`src/rtl/crb_alu.sv`:
```
`timescale 1ns / 1ps

// Shared subtractor: difference plus borrow (a < b).
module crb_alu #(
    parameter int W = 11
) (
    input  logic [W-1:0] a,
    input  logic [W-1:0] b,
    output logic [W-1:0] diff,
    output logic         borrow
);

    assign {borrow, diff} = {1'b0, a} - {1'b0, b};

endmodule

```
`config.mk`:
```
export PLATFORM = sky130hd
export DESIGN_NAME = crb_alu
export DESIGN_NICKNAME = d
export VERILOG_FILES = /design/src/rtl/crb_alu.sv
export SDC_FILE = /design/constraint.sdc
export NUM_CORES = 1
export LEC_CHECK = 0
export ABC_CLOCK_PERIOD_IN_PS = 2600
export BUFFER_PORTS_ARGS = -buffer_cell sky130_fd_sc_hd__buf_4
export CAP_MARGIN = 20
export CORE_ASPECT_RATIO = 1.5
export CORE_UTILIZATION = 30
export DETAILED_ROUTE_END_ITERATION = 6
export PLACE_DENSITY_LB_ADDON = 0.12
export SYNTH_ARGS = -nofsm -noshare
export SYNTH_HDL_FRONTEND = slang
export SYNTH_SLANG_ARGS = --single-unit
```
`constraint.sdc`:
```
create_clock -name vclk -period 2.6
set_input_delay 0.52 -clock vclk [all_inputs]
set_output_delay 0.52 -clock vclk [all_outputs]
set_load 0.02 [all_outputs]
```
==> results of run 1 <==
==> cells in the mapped netlist (2+ instances only) <==
cell | count | area, sq um
ha_1 | 11 | 138
inv_1 | 17 | 63.8
a21oi_1 | 6 | 30.0
nand2_1 | 7 | 26.3
nor2_1 | 8 | 30.0
nand3_1 | 4 | 20.0
a21o_1 | 2 | 15.0
nand2b_1 | 3 | 18.8
a31oi_1 | 3 | 18.8
xnor2_1 | 7 | 61.3
==> layout make-up <==
class	count	area [sq um]
fill	193	905
timing repair buffer	37	285
multi-input combinational	67	548
inverter	17	66.3
tap	21	26.3
==> routing by layer <==
| metal | vias to the layer above | wire length [microns] | global-route usage (%) |
|---|---|---|---|
| li1 | 364 | - | - |
| met2 | 18 | 790 | 25.9 |
| met3 | 0 | 46 | 0 |
| met5 | - | 0 | 0 |
| met4 | 0 | 0 | 0 |
| met1 | 326 | 499 | 14.7 |
==> placed cells by master (no fill, tap or decap), drive strengths merged <==
cell / netlist / final
o21bai: 1 / 1
o221ai: 1 / 1
o21ai: 1 / 1
buf: 1 / 37
a21boi: 1 / 1
nor2b: 1 / 1
xnor2: 7 / 7
o311ai: 1 / 1
fa: 1 / 1
a31oi: 3 / 3
ha: 11 / 11
a21o: 2 / 2
o2111ai: 1 / 1
or3: 1 / 1
mux2i: 1 / 1
nand2: 7 / 7
nand2b: 3 / 3
a21oi: 7 / 7
nor2: 8 / 8
o211ai: 2 / 2
o311a: 1 / 1
o21a: 1 / 1
inv: 17 / 17
nand3: 4 / 4
and3: 1 / 1
==> timing repair <==
action                                  in CTS  in global routing
buffers inserted                             0                  0
pin swaps                                    5                  6
hold buffers                                 0                  0
gates resized for setup                      6                  4
endpoints found under the setup margin       3                  4
==> through the flow <==
step	area (sq um)	TNS (ns)
floorplan	586	0
global placement	885	-0.168
detailed placement	885	-0.222
CTS	907	0
global route	926	-0.0433
finish	926	0
==> power by group through the flow <==
stage / Clock [mW] / Sequential, mW / Combinational, mW
2_1_floorplan: 0 / 0 / 0.172
3_3_place_gp: 0 / 0 / 0.274
3_5_place_dp: 0 / 0 / 0.276
4_1_cts: 0 / 0 / 0.281
5_1_grt: 0 / 0 / 0.310
6_report: 0 / 0 / 0.283
==> path summary, 6_finish.rpt <==
kind              depth (start not counted)       to  startpoint
setup / recovery                         10  diff[8]        a[0]
hold / removal                            4  diff[0]        b[0]
==> kinds of logic after synthesis <==
family          synth area share [%]
simple gates                    20.7
fa+ha+maj                       26.9
mux                             1.71
compound gates                  28.4
xor+xnor                        10.5
buf+inv                         11.8
==> flow_summary.ini, run 1 <==
[timing]
fin_crit_sh_pct = 97.1
rsz0062_at_grt = yes
final_hold_viol_count = 0
fin_ws_ns = 0.0747
slew_viol_final = 0
tightest_slew_ns = 0.245
whs_ns = 1.40
setup_viol = 0
min_period_ns = 2.53
max_slew_margin_pct = 83.4
max_freq_mhz = 396

[grt]
antenna_found_initial = 0
grt_first_pass_wirelength_microns = 2230
grt_use_total_pct = 12.9
grt_max_degree = 11
grt_pass1_vias = 627
overflow = 0

[floorplan]
coreArea_sq_mm = 0.00183
dieArea_sq_mm = 0.00214
initial_core_util_pct = 32.0
chipHeight_microns = 56.1
die_w_microns = 38.1
num_rows = 19
io_pins = 34

[worst_setup_path]
critPathKind = input pin to output port
start_kind = input pin
cp.buffers_inverters = 3
path_cells = buf_6 > inv_4 > ha_4 > fa_2 > nor2b_4 > o211ai_4 > a21oi_2 > mux2i_1 > o2111ai_1 > buf_4
required_ns = 2.08
critPathMaxFanout = 2
cpLargestDelayFamily = adder cells
max_stage_delay_ns = 0.36
end_kind = output port
slowest_stage = fa_2
critPathArrivalTime_ns = 2.01

[final_layout]
post_layout_nonfiller_instances = 142
seq_cells = 0
seq_area_sq_um = 0
nets = 157
clkbuf_count = 0
final_core_util_pct = 50.6
diodes = 0
drive_above_1_share_pct = 38.8
area_delta_synth_final_pct = 58.1

[synthesis]
avgSynthCellArea_sq_um = 6.89
netlist_instances = 85
syn_area_sq_um = 586
synth_cell_types = 27
ys_warn_count = 0
yosysSeqAreaShare_pct = 0
syn-num-nets = 119

[placed_design]
dp_slack_ns = -0.141
place_inst = 142
port_buffers = 34
gp_congestion = 0.686
dp_hpwl_microns = 1190

[power_and_ir_drop]
power.combinational.fraction_pct = 100.0
power.density_mw_per_mm2 = 306
leakagePower_nw = 0.496
pwr-share-clk_pct = 0
power_switching_mw = 0.145
peakVddDrop_mv = 0.126
internal_power_mw = 0.137
design_power_total_mw = 0.283
swShare_pct = 51.4
power_frac_seq_pct = 0

[routing]
drtPass1Iterations = 2
num_vias = 708
drt_first_iter_violations = 4
drt.antenna.violating_nets = 0
avgRoutedWirePerCell_microns = 9.41
drc_errors = 0
wl_microns = 1340
viasPerCell = 4.99

[outcome]
status = finished clean

[worst_hold_path]
hold_class = input pin to output port

[flow_run]
max-cap-violations = 0
Note: power is estimated with default switching activity, not from simulation.
==> inputs of run 2 (changes only) <==
==> constraint.sdc (replaced) <==
create_clock -name vclk -period 2.6
set_input_delay 0.13 -clock vclk [all_inputs]
set_output_delay 0.13 -clock vclk [all_outputs]
set_load 0.02 [all_outputs]
==> run 2 against run 1 <==
Hold slack worse by 0.78 ns. Sequential share of layout area unchanged. Global-route usage down 0.92 points. Non-clock buffer count down 3. Cell area down 6.9%. First-iteration DRC count up 75%. Maximum frequency up 30%. Die area unchanged. Critical path depth unchanged. Via count down 3.8%. Utilization down 3.5 points. Largest power group unchanged.
==> flow_summary.ini, run 2 (same netlist as run 1, synthesis figures left out) <==
[timing]
fin_crit_sh_pct = 74.7
whs_ns = 0.617
max_slew_margin_pct = 74.8
max_freq_mhz = 515
setup_tns_ns = 0
tightest_slew_ns = 0.378
min_period_ns = 1.94
final_hold_viol_count = 0
setup_viol = 0
rsz0062_at_grt = no
slew_viol_final = 0

[clock_tree]
post-cts-setup-buffer-count = 0
cts_resized = 0
cts_hold_buf = 0

[grt]
antenna_found_initial = 0
grt_pass1_vias = 589
overflow = 0
grtUsageMet1_pct = 13.0
grt_use_total_pct = 11.9
met3_usage_pct = 0
grt_first_pass_wirelength_microns = 2060
met2_usage_pct = 24.7
grt.busiest_layer = met2
grt_max_degree = 12

[placed_design]
dp_hpwl_microns = 1180
gp_congestion = 0.666
port_buffers = 34

[routing]
drc_errors = 0
viasPerCell = 4.90
avgRoutedWirePerCell_microns = 9.23
num_vias = 681
drt_first_iter_violations = 7
drt.antenna.violating_nets = 0
wl_microns = 1280
drtPass1Iterations = 4

[floorplan]
num_rows = 19
dieArea_sq_mm = 0.00214
chipHeight_microns = 56.1
coreArea_sq_mm = 0.00183
die_w_microns = 38.1
io_pins = 34
initial_core_util_pct = 32.0

[power_and_ir_drop]
peakVddDrop_mv = 0.126
internal_power_mw = 0.129
power.combinational.fraction_pct = 100.0
swShare_pct = 51.9
power.density_mw_per_mm2 = 311
leakagePower_nw = 0.482
pwr-share-clk_pct = 0
power_frac_seq_pct = 0
power_switching_mw = 0.139

[final_layout]
nets = 154
layout_commonest_cell = buf_4
clkbuf_count = 0
drive_above_1_share_pct = 33.1
area_delta_synth_final_pct = 47.2
seq_area_sq_um = 0
seq_cells = 0
layout_common_cells = buf_4, inv_1, ha_1, nor2_1
diodes = 0

[worst_setup_path]
slowest_stage = fa_1
path_cells = buf_4 > inv_1 > ha_1 > fa_1 > nor2b_4 > o211ai_2 > a21oi_1 > mux2i_1 > o2111ai_1 > buf_4
cp.depth = 10
required_ns = 2.47
end_kind = output port
critPathMaxFanout = 2
cp.buffers_inverters = 3
cpLargestDelayFamily = adder cells
critPathKind = input pin to output port
worst_path_most_repeated_cell = buf_4
max_stage_delay_ns = 0.44
critPathArrivalTime_ns = 1.81
start_kind = input pin

[outcome]
status = finished clean

[flow_run]
max-cap-violations = 0

[worst_hold_path]
min_path_cells = 4
hold_class = input pin to output port
run 2: power groups by stage:
| stage | clock network [mW] | registers (mW) | logic [mW] |
|---|---|---|---|
| 6_report | 0 | 0 | 0.268 |
| 2_1_floorplan | 0 | 0 | 0.172 |
| 3_5_place_dp | 0 | 0 | 0.271 |
| 5_1_grt | 0 | 0 | 0.292 |
| 4_1_cts | 0 | 0 | 0.272 |
| 3_3_place_gp | 0 | 0 | 0.269 |
run 2: worst paths after layout:
check / startpoint / slack, ns / end
setup / recovery: a[0] / 0.66 / diff[8]
hold / removal: b[0] / 0.62 / diff[0]
run 2: area by class of cell:
class,instances,area [sq um]
Fill cell,205,968
Inverter,17,63.8
Multi-Input combinational cell,67,517
Tap cell,21,26.3
Timing Repair Buffer,34,255
run 2: layer usage:
| metal | vias to the layer above | share of wire [%] |
|---|---|---|
| li1 | 358 | - |
| met1 | 297 | 37 |
| met2 | 26 | 57 |
| met3 | 0 | 5.4 |
| met4 | 0 | 0 |
| met5 | - | 0 |
run 2: metrics by stage:
| stage | power [mW] | setup WS [ns] | area (sq um) | util (%) | instances |
|---|---|---|---|---|---|
| 2_1_floorplan | 0.172 | 0.782 | 586 | - | 85 |
| 3_3_place_gp | 0.269 | 0.646 | 862 | 47.1 | 139 |
| 3_5_place_dp | 0.271 | 0.624 | 862 | 47.1 | 139 |
| 4_1_cts | 0.272 | 0.623 | 862 | 47.1 | 139 |
| 5_1_grt | 0.292 | 0.561 | 862 | 47.1 | 139 |
| 6_report | 0.268 | 0.659 | 862 | 47.1 | 139 |
